--- src/hdl/ethernet_ipv4_l4_header_parser_unit_assert.svh ---
// Assertion macros for the header parser.
// Each macro takes a label, the clock, the active-low reset, a condition and a consequence.
`ifndef ETHERNET_IPV4_L4_HEADER_PARSER_UNIT_ASSERT_SVH
`define ETHERNET_IPV4_L4_HEADER_PARSER_UNIT_ASSERT_SVH
`ifndef SYNTH
`define EIL4HP_ASSERT_SAME(label, clk, rst_n, cond, cons) \
    label: assert property (@(posedge clk) disable iff (!rst_n) (cond) |-> (cons)) \
        else $error("same-cycle check failed");
`define EIL4HP_ASSERT_NEXT(label, clk, rst_n, cond, cons) \
    label: assert property (@(posedge clk) disable iff (!rst_n) (cond) |=> (cons)) \
        else $error("next-cycle check failed");
`else
`define EIL4HP_ASSERT_SAME(label, clk, rst_n, cond, cons)
`define EIL4HP_ASSERT_NEXT(label, clk, rst_n, cond, cons)
`endif
`endif

--- src/hdl/eil4hp_pkg.sv ---
package eil4hp_pkg;

    // Frame byte counter width
    localparam int COUNT_W = 12;

    // Header layout
    localparam logic [COUNT_W-1:0] IDX_ETHER_HI  = 12'd12;
    localparam logic [COUNT_W-1:0] IDX_ETHER_LO  = 12'd13;
    localparam logic [COUNT_W-1:0] IDX_IHL       = 12'd14;
    localparam logic [COUNT_W-1:0] IDX_PROTO     = 12'd23;
    localparam logic [COUNT_W-1:0] IDX_SRC_FIRST = 12'd26;
    localparam logic [COUNT_W-1:0] IDX_SRC_LAST  = 12'd29;

    // Offsets inside the L4 header
    localparam logic [COUNT_W-1:0] L4_SPORT_HI   = 12'd0;
    localparam logic [COUNT_W-1:0] L4_SPORT_LO   = 12'd1;
    localparam logic [COUNT_W-1:0] L4_DPORT_HI   = 12'd2;
    localparam logic [COUNT_W-1:0] L4_DPORT_LO   = 12'd3;
    localparam logic [COUNT_W-1:0] L4_TCP_DOFF   = 12'd12;

    localparam logic [7:0]  ETH_HDR_BYTES  = 8'd14;
    localparam logic [7:0]  UDP_HDR_BYTES  = 8'd8;
    localparam logic [5:0]  MIN_HDR_BYTES  = 6'd20;
    localparam logic [COUNT_W-1:0] TCP_MIN_FRAME = 12'd54;
    localparam logic [COUNT_W-1:0] UDP_MIN_FRAME = 12'd42;

    localparam logic [15:0] ETHERTYPE_IPV4 = 16'h0800;
    localparam logic [7:0]  PROTO_TCP      = 8'd6;
    localparam logic [7:0]  PROTO_UDP      = 8'd17;

    typedef enum logic [2:0] {
        ST_TCP_OK      = 3'd0,
        ST_UDP_OK      = 3'd1,
        ST_TOO_SHORT   = 3'd2,
        ST_NOT_IPV4    = 3'd3,
        ST_BAD_IHL     = 3'd4,
        ST_OTHER_PROTO = 3'd5,
        ST_BAD_L4      = 3'd6,
        ST_OVERSIZE    = 3'd7
    } t_status;

    typedef struct packed {
        logic [7:0] data_byte;
        logic       last_byte;
    } t_in_word;

    typedef struct packed {
        t_status     status;
        logic [31:0] source_address;
        logic [15:0] source_port;
        logic [15:0] dest_port;
        logic [7:0]  payload_offset;
        logic [11:0] payload_length;
    } t_out_word;

    // Header fields that decide the verdict
    typedef struct packed {
        logic [15:0] ether_kind;
        logic [5:0]  ip_header_bytes;
        logic [7:0]  proto_number;
        logic [5:0]  tcp_header_bytes;
    } t_hdr_fields;

endpackage

--- src/hdl/eil4hp_stream_if.sv ---
interface eil4hp_stream_if #(
    parameter type t_payload = logic
) ();
    logic     valid;
    logic     ready;
    t_payload payload;

    modport source (output valid, output payload, input ready);
    modport sink   (input valid, input payload, output ready);
endinterface

--- src/hdl/ethernet_ipv4_l4_header_parser_unit.sv ---
// Ethernet/IPv4/TCP-UDP header parser. Frame bytes arrive one word per cycle on i_in,
// with last_byte set on the final byte; each frame yields exactly one result word on
// o_out, carrying a status (TCP ok, UDP ok or a reject reason), the source address,
// the L4 ports and the payload offset and length; for a rejected frame every field
// but status is zero. The block takes one byte every cycle but for the stall below: a
// byte passes an input register, then the capture and verdict logic, and a frame's
// result is loaded into the output register as its last byte leaves the input
// register, and held there until o_out takes it. The only stall is a last byte
// that finds the output register still holding a result that o_out has not taken.
// Frames longer than MAX_FRAME_BYTES stop the byte counter and are rejected as
// oversize; bytes without a final mark give no result.
`include "ethernet_ipv4_l4_header_parser_unit_assert.svh"

module ethernet_ipv4_l4_header_parser_unit #(
    parameter int MAX_FRAME_BYTES = 2048
) (
    input  logic           i_clk,
    input  logic           i_rst_n,
    eil4hp_stream_if.sink   i_in,
    eil4hp_stream_if.source o_out
);

    localparam int CW = eil4hp_pkg::COUNT_W;
    localparam logic [CW-1:0] MAX_COUNT = CW'(MAX_FRAME_BYTES);

    // Input register
    logic                  r_in_valid;
    eil4hp_pkg::t_in_word  r_in;

    // Frame state
    logic [CW-1:0]         r_byte_count,     n_byte_count;
    logic [15:0]           r_ether_kind,     n_ether_kind;
    logic [5:0]            r_ip_header_bytes, n_ip_header_bytes;
    logic [7:0]            r_proto_number,   n_proto_number;
    logic [31:0]           r_src_addr,       n_src_addr;
    logic [15:0]           r_src_port,       n_src_port;
    logic [15:0]           r_dst_port,       n_dst_port;
    logic [5:0]            r_tcp_header_bytes, n_tcp_header_bytes;

    // Output register
    logic                  r_out_valid;
    eil4hp_pkg::t_out_word r_out,            n_out;

    logic                     w_adv;
    logic                     w_fire;
    logic                     w_over;
    logic [CW-1:0]            w_len;
    logic [CW-1:0]            w_l4;
    logic [7:0]               w_b;
    eil4hp_pkg::t_hdr_fields  w_fields;
    eil4hp_pkg::t_status      w_status;
    logic [7:0]               w_hdr_bytes;
    logic                     w_out_reject;
    logic                     w_out_zeroed;

    // A non-final byte never needs the output register
    assign w_adv  = !r_in.last_byte || !r_out_valid || o_out.ready;
    assign w_fire = r_in_valid && w_adv;

    assign i_in.ready    = !r_in_valid || w_adv;
    assign o_out.valid   = r_out_valid;
    assign o_out.payload = r_out;

    assign w_b    = r_in.data_byte;
    assign w_over = r_byte_count >= MAX_COUNT;
    assign w_len  = r_byte_count + CW'(1);
    assign w_l4   = CW'(eil4hp_pkg::ETH_HDR_BYTES) + CW'(r_ip_header_bytes);

    // Capture header fields at their byte positions
    always_comb begin
        n_byte_count       = r_byte_count;
        n_ether_kind       = r_ether_kind;
        n_ip_header_bytes  = r_ip_header_bytes;
        n_proto_number     = r_proto_number;
        n_src_addr         = r_src_addr;
        n_src_port         = r_src_port;
        n_dst_port         = r_dst_port;
        n_tcp_header_bytes = r_tcp_header_bytes;
        if (!w_over) begin
            n_byte_count = w_len;
            if (r_byte_count == eil4hp_pkg::IDX_ETHER_HI) n_ether_kind[15:8] = w_b;
            if (r_byte_count == eil4hp_pkg::IDX_ETHER_LO) n_ether_kind[7:0]  = w_b;
            if (r_byte_count == eil4hp_pkg::IDX_IHL)      n_ip_header_bytes  = {w_b[3:0], 2'b00};
            if (r_byte_count == eil4hp_pkg::IDX_PROTO)    n_proto_number     = w_b;
            if (r_byte_count >= eil4hp_pkg::IDX_SRC_FIRST
                && r_byte_count <= eil4hp_pkg::IDX_SRC_LAST) begin
                n_src_addr = {r_src_addr[23:0], w_b};
            end
            // L4 fields only once a valid IHL is known
            if (r_byte_count > eil4hp_pkg::IDX_IHL
                && r_ip_header_bytes >= eil4hp_pkg::MIN_HDR_BYTES) begin
                if (r_byte_count == w_l4 + eil4hp_pkg::L4_SPORT_HI) n_src_port[15:8] = w_b;
                if (r_byte_count == w_l4 + eil4hp_pkg::L4_SPORT_LO) n_src_port[7:0]  = w_b;
                if (r_byte_count == w_l4 + eil4hp_pkg::L4_DPORT_HI) n_dst_port[15:8] = w_b;
                if (r_byte_count == w_l4 + eil4hp_pkg::L4_DPORT_LO) n_dst_port[7:0]  = w_b;
                if (r_byte_count == w_l4 + eil4hp_pkg::L4_TCP_DOFF) begin
                    n_tcp_header_bytes = {w_b[7:4], 2'b00};
                end
            end
        end
    end

    assign w_fields = '{ether_kind:       n_ether_kind,
                        ip_header_bytes:  n_ip_header_bytes,
                        proto_number:     n_proto_number,
                        tcp_header_bytes: n_tcp_header_bytes};

    eil4hp_verdict u_verdict (
        .i_fields    (w_fields),
        .i_len       (w_len),
        .i_over      (w_over),
        .o_status    (w_status),
        .o_hdr_bytes (w_hdr_bytes)
    );

    // Build the result word; zero all fields of a rejected frame
    always_comb begin
        n_out        = '0;
        n_out.status = w_status;
        if (w_status == eil4hp_pkg::ST_TCP_OK || w_status == eil4hp_pkg::ST_UDP_OK) begin
            n_out.source_address = n_src_addr;
            n_out.source_port    = n_src_port;
            n_out.dest_port      = n_dst_port;
            n_out.payload_offset = w_hdr_bytes;
            n_out.payload_length = w_len - CW'(w_hdr_bytes);
        end
    end

    // Take a new input word whenever the input register frees up
    always_ff @(posedge i_clk) begin
        if (!i_rst_n) begin
            r_in_valid <= 1'b0;
        end else if (i_in.ready) begin
            r_in_valid <= i_in.valid;
        end
        if (i_in.ready && i_in.valid) begin
            r_in <= i_in.payload;
        end
    end

    // Advance frame state; clear it after the final byte
    always_ff @(posedge i_clk) begin
        if (!i_rst_n || (w_fire && r_in.last_byte)) begin
            r_byte_count       <= '0;
            r_ether_kind       <= '0;
            r_ip_header_bytes  <= '0;
            r_proto_number     <= '0;
            r_src_addr         <= '0;
            r_src_port         <= '0;
            r_dst_port         <= '0;
            r_tcp_header_bytes <= '0;
        end else if (w_fire) begin
            r_byte_count       <= n_byte_count;
            r_ether_kind       <= n_ether_kind;
            r_ip_header_bytes  <= n_ip_header_bytes;
            r_proto_number     <= n_proto_number;
            r_src_addr         <= n_src_addr;
            r_src_port         <= n_src_port;
            r_dst_port         <= n_dst_port;
            r_tcp_header_bytes <= n_tcp_header_bytes;
        end
    end

    // Load the result on the final byte; hold it until taken
    always_ff @(posedge i_clk) begin
        if (!i_rst_n) begin
            r_out_valid <= 1'b0;
        end else if (w_fire && r_in.last_byte) begin
            r_out_valid <= 1'b1;
        end else if (o_out.ready) begin
            r_out_valid <= 1'b0;
        end
        if (w_fire && r_in.last_byte) begin
            r_out <= n_out;
        end
    end

    // Flag a held reject and whether its data fields are clear
    assign w_out_reject = r_out_valid
                          && r_out.status != eil4hp_pkg::ST_TCP_OK
                          && r_out.status != eil4hp_pkg::ST_UDP_OK;
    assign w_out_zeroed = r_out.source_address == 32'd0
                          && r_out.source_port == 16'd0
                          && r_out.dest_port == 16'd0
                          && r_out.payload_offset == 8'd0
                          && r_out.payload_length == 12'd0;

    `EIL4HP_ASSERT_SAME(a_count_saturates, i_clk, i_rst_n, 1'b1, r_byte_count <= MAX_COUNT)
    `EIL4HP_ASSERT_NEXT(a_last_gives_result, i_clk, i_rst_n, w_fire && r_in.last_byte, r_out_valid)
    `EIL4HP_ASSERT_SAME(a_reject_zeroes, i_clk, i_rst_n, w_out_reject, w_out_zeroed)

endmodule

--- src/hdl/eil4hp_verdict.sv ---
module eil4hp_verdict (
    input  eil4hp_pkg::t_hdr_fields          i_fields,
    input  logic [eil4hp_pkg::COUNT_W-1:0]   i_len,
    input  logic                             i_over,
    output eil4hp_pkg::t_status              o_status,
    output logic [7:0]                       o_hdr_bytes
);

    logic [7:0] w_ip_end;
    logic [7:0] w_tcp_total;
    logic [7:0] w_udp_total;

    assign w_ip_end    = eil4hp_pkg::ETH_HDR_BYTES + {2'b00, i_fields.ip_header_bytes};
    assign w_tcp_total = w_ip_end + {2'b00, i_fields.tcp_header_bytes};
    assign w_udp_total = w_ip_end + eil4hp_pkg::UDP_HDR_BYTES;

    // Apply the checks in order; the first failure sets the status
    always_comb begin
        o_hdr_bytes = 8'd0;
        priority if (i_over) begin
            o_status = eil4hp_pkg::ST_OVERSIZE;
        end else if (i_len < eil4hp_pkg::UDP_MIN_FRAME) begin
            o_status = eil4hp_pkg::ST_TOO_SHORT;
        end else if (i_fields.ether_kind != eil4hp_pkg::ETHERTYPE_IPV4) begin
            o_status = eil4hp_pkg::ST_NOT_IPV4;
        end else if (i_fields.ip_header_bytes < eil4hp_pkg::MIN_HDR_BYTES
                     || {4'd0, w_ip_end} > i_len) begin
            o_status = eil4hp_pkg::ST_BAD_IHL;
        end else if (i_fields.proto_number == eil4hp_pkg::PROTO_TCP) begin
            o_hdr_bytes = w_tcp_total;
            priority if (i_len < eil4hp_pkg::TCP_MIN_FRAME) begin
                o_status = eil4hp_pkg::ST_TOO_SHORT;
            end else if (i_fields.tcp_header_bytes < eil4hp_pkg::MIN_HDR_BYTES
                         || {4'd0, w_tcp_total} > i_len) begin
                o_status = eil4hp_pkg::ST_BAD_L4;
            end else begin
                o_status = eil4hp_pkg::ST_TCP_OK;
            end
        end else if (i_fields.proto_number == eil4hp_pkg::PROTO_UDP) begin
            o_hdr_bytes = w_udp_total;
            if ({4'd0, w_udp_total} > i_len) begin
                o_status = eil4hp_pkg::ST_BAD_L4;
            end else begin
                o_status = eil4hp_pkg::ST_UDP_OK;
            end
        end else begin
            o_status = eil4hp_pkg::ST_OTHER_PROTO;
        end
    end

endmodule
--- src/flat_wrapper.sv ---
// flat-port wrapper written by rule: the top's interface ports become plain ports
module ethernet_ipv4_l4_header_parser_unit_flat 
#(
    parameter int MAX_FRAME_BYTES = 2048
)
  (i_clk, i_rst_n, i_in_valid, i_in_payload, i_in_ready, o_out_valid, o_out_payload, o_out_ready);
  eil4hp_stream_if i_in_i ();
  eil4hp_stream_if o_out_i ();
  input  logic i_clk;
  input  logic i_rst_n;
  input wire logic [$bits(i_in_i.valid)-1:0] i_in_valid;
  input wire logic [$bits(i_in_i.payload)-1:0] i_in_payload;
  output wire logic [$bits(i_in_i.ready)-1:0] i_in_ready;
  output wire logic [$bits(o_out_i.valid)-1:0] o_out_valid;
  output wire logic [$bits(o_out_i.payload)-1:0] o_out_payload;
  input wire logic [$bits(o_out_i.ready)-1:0] o_out_ready;
  assign i_in_i.valid = i_in_valid;
  assign i_in_i.payload = i_in_payload;
  assign i_in_ready = i_in_i.ready;
  assign o_out_valid = o_out_i.valid;
  assign o_out_payload = o_out_i.payload;
  assign o_out_i.ready = o_out_ready;
  ethernet_ipv4_l4_header_parser_unit #(.MAX_FRAME_BYTES(MAX_FRAME_BYTES)) u_core (.i_clk(i_clk), .i_rst_n(i_rst_n), .i_in(i_in_i), .o_out(o_out_i));
endmodule
--- config.mk ---
export PLATFORM = sky130hd
export DESIGN_NAME = ethernet_ipv4_l4_header_parser_unit_flat
export DESIGN_NICKNAME = d
export VERILOG_FILES = /design/src/hdl/eil4hp_pkg.sv /design/src/hdl/eil4hp_stream_if.sv /design/src/hdl/ethernet_ipv4_l4_header_parser_unit.sv /design/src/hdl/eil4hp_verdict.sv /design/src/flat_wrapper.sv
export VERILOG_INCLUDE_DIRS = /design/src /design/src/hdl
export SDC_FILE = /design/constraint.sdc
export NUM_CORES = 1
export LEC_CHECK = 0
export ABC_AREA = 1
export BUFFER_PORTS_ARGS = -buffer_cell sky130_fd_sc_hd__buf_2
export CAP_MARGIN = 25
export CORE_UTILIZATION = 52
export CTS_BUF_LIST = sky130_fd_sc_hd__clkbuf_4 sky130_fd_sc_hd__clkbuf_8
export DETAILED_ROUTE_END_ITERATION = 16
export GPL_ROUTABILITY_DRIVEN = 0
export PLACE_DENSITY_LB_ADDON = 0.2
export SLEW_MARGIN = 20
export SYNTH_ARGS = -nofsm -noshare
export SYNTH_HDL_FRONTEND = slang
export SYNTH_SLANG_ARGS = --single-unit
--- constraint.sdc ---
create_clock -name i_clk -period 3.7 [get_ports i_clk]
set_input_delay 0.37 -clock i_clk [delete_from_list [all_inputs] [get_ports i_clk]]
set_output_delay 0.37 -clock i_clk [all_outputs]
set_load 0.005 [all_outputs]
**Word-level counts from Yosys, hierarchy flattened**

Cells that the tools add are included.

- Input port bits: 5
- Bits in registers: 52
- Logic and storage cells: 81

- Reductions and logical operators: 18
- Bitwise gates (word level): 1
- Add/subtract/negate cells: 7
- Eq/ne operators: 9
- Muxes and demuxes: 27
- Order comparisons: 10

Operator list:

| cell | number |
|---|---|
| $eq A12 B4 Y1 const B | 3 |
| $mux W8 | 4 |
| $mux W6 | 5 |
| $mux W3 | 9 |
| $gt A8 B12 Y1 | 2 |
| $lt A12 B6 Y1 const B | 2 |
| $mux W16 | 1 |
| $ne A16 B12 Y1 const B | 1 |
| $add A4 B6 Y7 const A | 2 |
| $add A12 B1 Y12 const B | 1 |
| $add A12 B4 Y12 const B | 1 |
| $eq A12 B12 Y1 | 1 |
| $eq A12 B5 Y1 const B | 1 |
| $ge A12 B12 Y1 const B | 1 |
| $gt A12 B4 Y1 const B | 1 |
| $gt A7 B12 Y1 | 1 |
| $lt A6 B5 Y1 const B | 2 |
| $add A7 B4 Y8 const B | 1 |
| $add A7 B6 Y8 | 1 |
| $eq A8 B3 Y1 const B | 1 |
| $eq A8 B5 Y1 const B | 1 |
| $mux W1 | 8 |
| $logic_or A1 B1 Y1 | 7 |
| $ge A6 B5 Y1 const B | 1 |
| other kinds (8) | 14 |

**Longest topological paths before layout**

- Word-level depth: 18
- Depth in mapped cells: 36
- Mapped depth without buffers: 36

**By module**

Synthesis repeated with hierarchy kept, for this count alone.

- Cell total of the unflattened synthesis: 632
- Area total of the unflattened synthesis: 4038.9 um^2

By module, submodules not included:

| module | area an instance (um^2) | cells each | times used |
|---|---|---|---|
| ethernet_ipv4_l4_header_parser_unit | 2593.7 | 370 | 1 |
| eil4hp_verdict | 1445.1 | 262 | 1 |

**Worst setup path after synthesis**

No wires, ideal clock.

- Path kind: reg-to-reg
- Start: reg u_core.r_ip_header_bytes[1]
- End: reg u_core.r_out, in the netlist u_core.o_out.payload, data pin
- Arrival time: 3.824 ns
- Clock period less this slack: 4.083 ns
- Path buffers: 0
- Cell stages (with the launch flop): 37
- Data required time: 3.441 ns
- Slack: -0.383 ns
- Library setup time: 0.259 ns
- Cells stage by stage: dfxtp_1 inv_2 ha_1 inv_1 nand2_1 nand2_1 inv_1 ha_1 nor2_1 nor2_1 nand2_1 nor2_1 nand3_1 nor2_1 nand2_1 nor2_1 nand2_2 inv_1 nor2_1 ha_1 fa_1 nand3_1 nand2_1 nand2_1 nand2_1 a21oi_1 xor2_1 ha_1 nand2_1 nor2_1 nand2_1 o211ai_1 nand4_1 nand2_1 inv_1 nand2_1 a21oi_2

- Longest elaborated chain between the ends: 18
- Elaborated cells on any way between the ends: 38
- Those cells by class: 6 x add/sub; 6 x order compare; 2 x eq/ne; 19 x mux; 5 x reduce/logical

RTL lines:

| element | RTL line | source |
|---|---|---|
| from (decl) | ethernet_ipv4_l4_header_parser_unit.sv:33 | `logic [5:0] r_ip_header_bytes, n_ip_header_bytes;` |
| from (signal assigned) | ethernet_ipv4_l4_header_parser_unit.sv:155 | `r_ip_header_bytes <= n_ip_header_bytes;` |
| $add A4 B6 Y7 | ethernet_ipv4_l4_header_parser_unit.sv:67 | `assign w_l4 = CW'(eil4hp_pkg::ETH_HDR_BYTES) + CW'(r_ip_header_bytes);` |
| $add A12 B4 Y12 | ethernet_ipv4_l4_header_parser_unit.sv:96 | `if (r_byte_count == w_l4 + eil4hp_pkg::L4_TCP_DOFF) begin` |
| $eq A12 B12 Y1 | ethernet_ipv4_l4_header_parser_unit.sv:96 |  |
| $mux W6 | ethernet_ipv4_l4_header_parser_unit.sv:96 |  |
| $mux W6 (*) | ethernet_ipv4_l4_header_parser_unit.sv:90 | `if (r_byte_count > eil4hp_pkg::IDX_IHL` |
| $mux W6 (*) | ethernet_ipv4_l4_header_parser_unit.sv:79 | `if (!w_over) begin` |
| named net u_core.n_tcp_header_bytes[0] | ethernet_ipv4_l4_header_parser_unit.sv:38 | `logic [5:0] r_tcp_header_bytes, n_tcp_header_bytes;` |
| $add A7 B6 Y8 | eil4hp_verdict.sv:14 | `assign w_tcp_total = w_ip_end + {2'b00, i_fields.tcp_header_bytes};` |
| [3 not listed] | - |  |
| $mux W3 | eil4hp_verdict.sv:31 | `priority if (i_len < eil4hp_pkg::TCP_MIN_FRAME) begin` |
| $mux W3 | eil4hp_verdict.sv:29 | `end else if (i_fields.proto_number == eil4hp_pkg::PROTO_TCP) begin` |
| $mux W3 | eil4hp_verdict.sv:26 | `end else if (i_fields.ip_header_bytes < eil4hp_pkg::MIN_HDR_BYTES` |
| $mux W3 | eil4hp_verdict.sv:24 | `end else if (i_fields.ether_kind != eil4hp_pkg::ETHERTYPE_IPV4) begin` |
| $mux W3 | eil4hp_verdict.sv:22 | `end else if (i_len < eil4hp_pkg::UDP_MIN_FRAME) begin` |
| $mux W3 | eil4hp_verdict.sv:20 | `priority if (i_over) begin` |
| $eq A3 B1 Y1 / $logic_not A3 Y1 (equally long branches) | ethernet_ipv4_l4_header_parser_unit.sv:120 | `if (w_status == eil4hp_pkg::ST_TCP_OK \|\| w_status == eil4hp_pkg::ST_UDP_OK) begin` |
| $logic_or A1 B1 Y1 | ethernet_ipv4_l4_header_parser_unit.sv:120 |  |
| to (signal assigned) | ethernet_ipv4_l4_header_parser_unit.sv:174 | `r_out <= n_out;` |
| to (decl) | ethernet_ipv4_l4_header_parser_unit.sv:42 | `eil4hp_pkg::t_out_word r_out, n_out;` |

Mark *: on every way through the listed nets, which the timed path passes. The rest lies on a longest branch.
A chain may end at the register's enable or synchronous reset.

**Worst setup path in the final report**

- Start: reg u_core.r_ip_header_bytes[1]
- End: reg u_core.r_out, in the netlist u_core.o_out.payload, data pin

- Longest elaborated chain between the ends: 18
- Elaborated cells on any way between the ends: 38
- Those cells by class: 6 x add/sub; 6 x order compare; 2 x eq/ne; 19 x mux; 5 x reduce/logical

RTL lines:

| element | RTL line |
|---|---|
| $add A4 B6 Y7 | ethernet_ipv4_l4_header_parser_unit.sv:67 |
| $add A12 B4 Y12 | ethernet_ipv4_l4_header_parser_unit.sv:96 |
| $eq A12 B12 Y1 | ethernet_ipv4_l4_header_parser_unit.sv:96 |
| $mux W6 | ethernet_ipv4_l4_header_parser_unit.sv:96 |
| $mux W6 (*) | ethernet_ipv4_l4_header_parser_unit.sv:90 |
| $mux W6 (*) | ethernet_ipv4_l4_header_parser_unit.sv:79 |
| named net u_core.n_tcp_header_bytes[2] | ethernet_ipv4_l4_header_parser_unit.sv:38 |
| $add A7 B6 Y8 | eil4hp_verdict.sv:14 |
| [3 not listed] | - |
| $mux W3 (*) | eil4hp_verdict.sv:31 |
| $mux W3 (*) | eil4hp_verdict.sv:29 |
| $mux W3 (*) | eil4hp_verdict.sv:26 |
| $mux W3 (*) | eil4hp_verdict.sv:24 |
| $mux W3 (*) | eil4hp_verdict.sv:22 |
| $mux W3 (*) | eil4hp_verdict.sv:20 |
| $eq A3 B1 Y1 / $logic_not A3 Y1 (equally long branches) | ethernet_ipv4_l4_header_parser_unit.sv:120 |
| $logic_or A1 B1 Y1 (*) | ethernet_ipv4_l4_header_parser_unit.sv:120 |

Marked as above.

==> run summary <==
Failing checks - negative setup slack
Number of inserted diodes - 0
Most common library cells after synthesis - nand2_1, inv_1, nor2_1
Post-route ant nets - 0
Syn Inst Count - 561
Clk network pwr share - 31.9%
RSZ-0062 raised after global routing - yes
Final worst path period need - 4240 ps
Root Buffer - clkbuf_8
# setup viols final - 1
Dpl hpwl - 6860 microns
Slew headroom - 50.7%
Die footprint - 7340 sq um
Initial antenna violation count - 0
P&R area growth vs syn - 16.4%
CP peak stage delay - 350 ps
Status - finished, violations left
Ports - 8
Post-synth EDFFs - 2
Row Count - 30
Fill cell count - 626
Global-route wire length before repair - 14200 microns
TritonCTS clock tree - done
CTS sink count - 52
GR met3 Demand/Resource - 3.95%
Die Ht - 85.7 microns
Initial Util - 53.6%
Post-Syn Area per Cell - 6.49 sq um
Grt peak-use layer - met2
Grt ovf - 0
CTS H-tree lvls - 2
Setup WS pre-CTS - -516 ps
Sequential power share - 51.5%
Crit share post-route - 114%
Total GRT Usage - 24.4%
Tightest Pin Transition - 738 ps
Synth area leader - dfxtp_1
Layout cells sized above 1 - 17.3%
CP max-delay cell - dfxtp_2
Crit end category - flop
Syn nets - 600
CTS Hold Buffers Added - 0
Final instance area - 4240 sq um
Count of final max-slew check failures - 0
Final worst slack - -536 ps
Global routing usage on met2 - 42.0%
Sw Pwr - 347 uW
Worst path required time - 3780 ps
DR vias - 3623
Sw Share - 30.8%
Pleak - 0.00221 uW
FF/Latch Area - 1060 sq um
Clock Path Buffers - 2
Chip Width - 85.7 microns
Synth Register Bits - 52
Vias in the first global route - 3170
F_max - 236 MHz
Area of the multi-input gates - 2220 sq um
R2r startpoint - u_core.r_ip_header_bytes[1]
CTS Buf Count - 5
Count leader, synth - nand2_1
Sequential area share after synthesis - 29.2%
HP Class - primary input to flop
Final hold violations - 0
Post-synth cell types - 33
Fin Setup TNS - -536 ps
Dpl cell area - 4010 sq um
DR WL/cell - 12.9 microns
Routed wire length - 9070 microns
Cell Area, Synth - 3640 sq um
Worst Setup SP - u_core.r_ip_header_bytes[1]
Initial drt markers - 276
1st-pass router iterations - 5
Worst skew pair latency - 320 ps
P per Cell Area - 266 nW/um^2
Crit-path max FO - 4
Core Area - 6790 sq um
Fraction of registers with async set or reset after synthesis - 0%
Via density - 5.16
Ys flop type - dfxtp_1
WS Path Type - flop to flop
Largest cells by area after synthesis - dfxtp_1, nand2_1, ha_1
Tot Pwr - 1130 uW
CP Launch Type - flop
Synth warn - 0
Layout net count - 644
Setup Skew - 15.4 ps
Combinational share of power - 16.6%
Grt met1 use - 30.8%
Final core occ - 62.4%
Area share of the largest cell type after synthesis - 27.5%
Post-route DRC - 0
CP arrival - 4310 ps
Maxcap violations - 0
Largest net degree at the start of global routing - 20
Worst ir drop on vdd - 0.244 mV
Internal power - 781 uW
HP Start - i_in_payload
Port Buffers - 7
Clk pin slew, worst setup/hold paths - 110 ps
## state kept, by name, indices dropped and copies added, names as in the netlist
name / flops
u_core.r_ether_kind: 16
u_core.r_ip_header_bytes: 6
u_core.o_out.valid: 1
u_core.r_tcp_header_bytes: 6
u_core.r_byte_count: 12
u_core.o_out.payload: 1
u_core.r_in: 1
u_core.r_in_valid: 1
u_core.r_proto_number: 8
## cells in the final DEF, fill, tap and decap left out, types with 7 or more instances in the layout
| cell | netlist | routed |
|---|---|---|
| a21oi_1 | 29 | 26 |
| dfxtp_1 | 50 | 48 |
| buf_4 | 0 | 40 |
| inv_1 | 104 | 99 |
| nand3_1 | 56 | 55 |
| buf_2 | 8 | 7 |
| nand2_1 | 124 | 118 |
| nor2_1 | 61 | 58 |
| nor2_2 | 6 | 9 |
| inv_2 | 3 | 8 |
| ha_1 | 33 | 28 |
| nor3_1 | 15 | 15 |
| o21ai_0 | 19 | 17 |
| nand2_2 | 4 | 10 |
| nand4_1 | 16 | 16 |
## metrics by stage
step / std cells / hold slack (ps)
after floorplan: 561 / 423
after global placement: 688 / 431
after detailed placement: 688 / 435
after CTS: 699 / 225
after global routing: 702 / 220
final: 702 / 224
## worst paths after layout
| check | end | slack [ps] | cells past startpoint |
|---|---|---|---|
| hold reg to reg | u_core.r_tcp_header_bytes[5] | 450 | 2 |
| hold / removal | u_core.r_in[0] | 220 | 1 |
| setup / recovery | u_core.o_out.payload | -540 | 36 |
| setup reg to reg | u_core.o_out.payload | -540 | 36 |
## final cells by class
cell class	count	area share, %
Clock buffer	5	1.62
Clock inverter	3	0.679
Inverter	107	9.48
Multi-Input combinational cell	392	52.4
Sequential cell	52	25.1
Tap cell	96	2.84
Timing Repair Buffer	47	7.91
## per-layer routing
metal / wire [microns] / part of all wire, %
met5: 0 / 0
met4: 212 / 2.3
met3: 362 / 4.0
met2: 4330 / 48
met1: 4170 / 46
## what timing repair did
action	CTS	global route
buffers inserted	3	3
setup endpoints to repair	1	1
gates resized for setup	13	14
pin swaps	4	19
## critical path: cells and delay by family, from the launching register on
family | cells | cell delay [ps]
xor+xnor | 1 | 220
simple gates | 19 | 1490
buf+inv | 7 | 400
flops | 1 | 350
compound gates | 5 | 520
fa+ha+maj | 4 | 1020
## kinds of logic after synthesis
family,Yosys count,synth area share (%)
AOI/OAI and AO/OA,58,8.60
DFF,52,29.2
buffers and inverters,117,12.3
xor gates and xnor gates,8,2.13
and+or+nand+nor,292,35.9
adders and majority gates,34,11.9
## power by group through the flow
stage | sequential, uW | combinational (uW) | clock [uW]
global route | 583 | 206 | 384
floorplan | 592 | 126 | 0
global placement | 594 | 175 | 0
detailed placement | 594 | 179 | 0
finish | 581 | 187 | 359
CTS | 581 | 180 | 364
(Power assumes the default switching activity.)
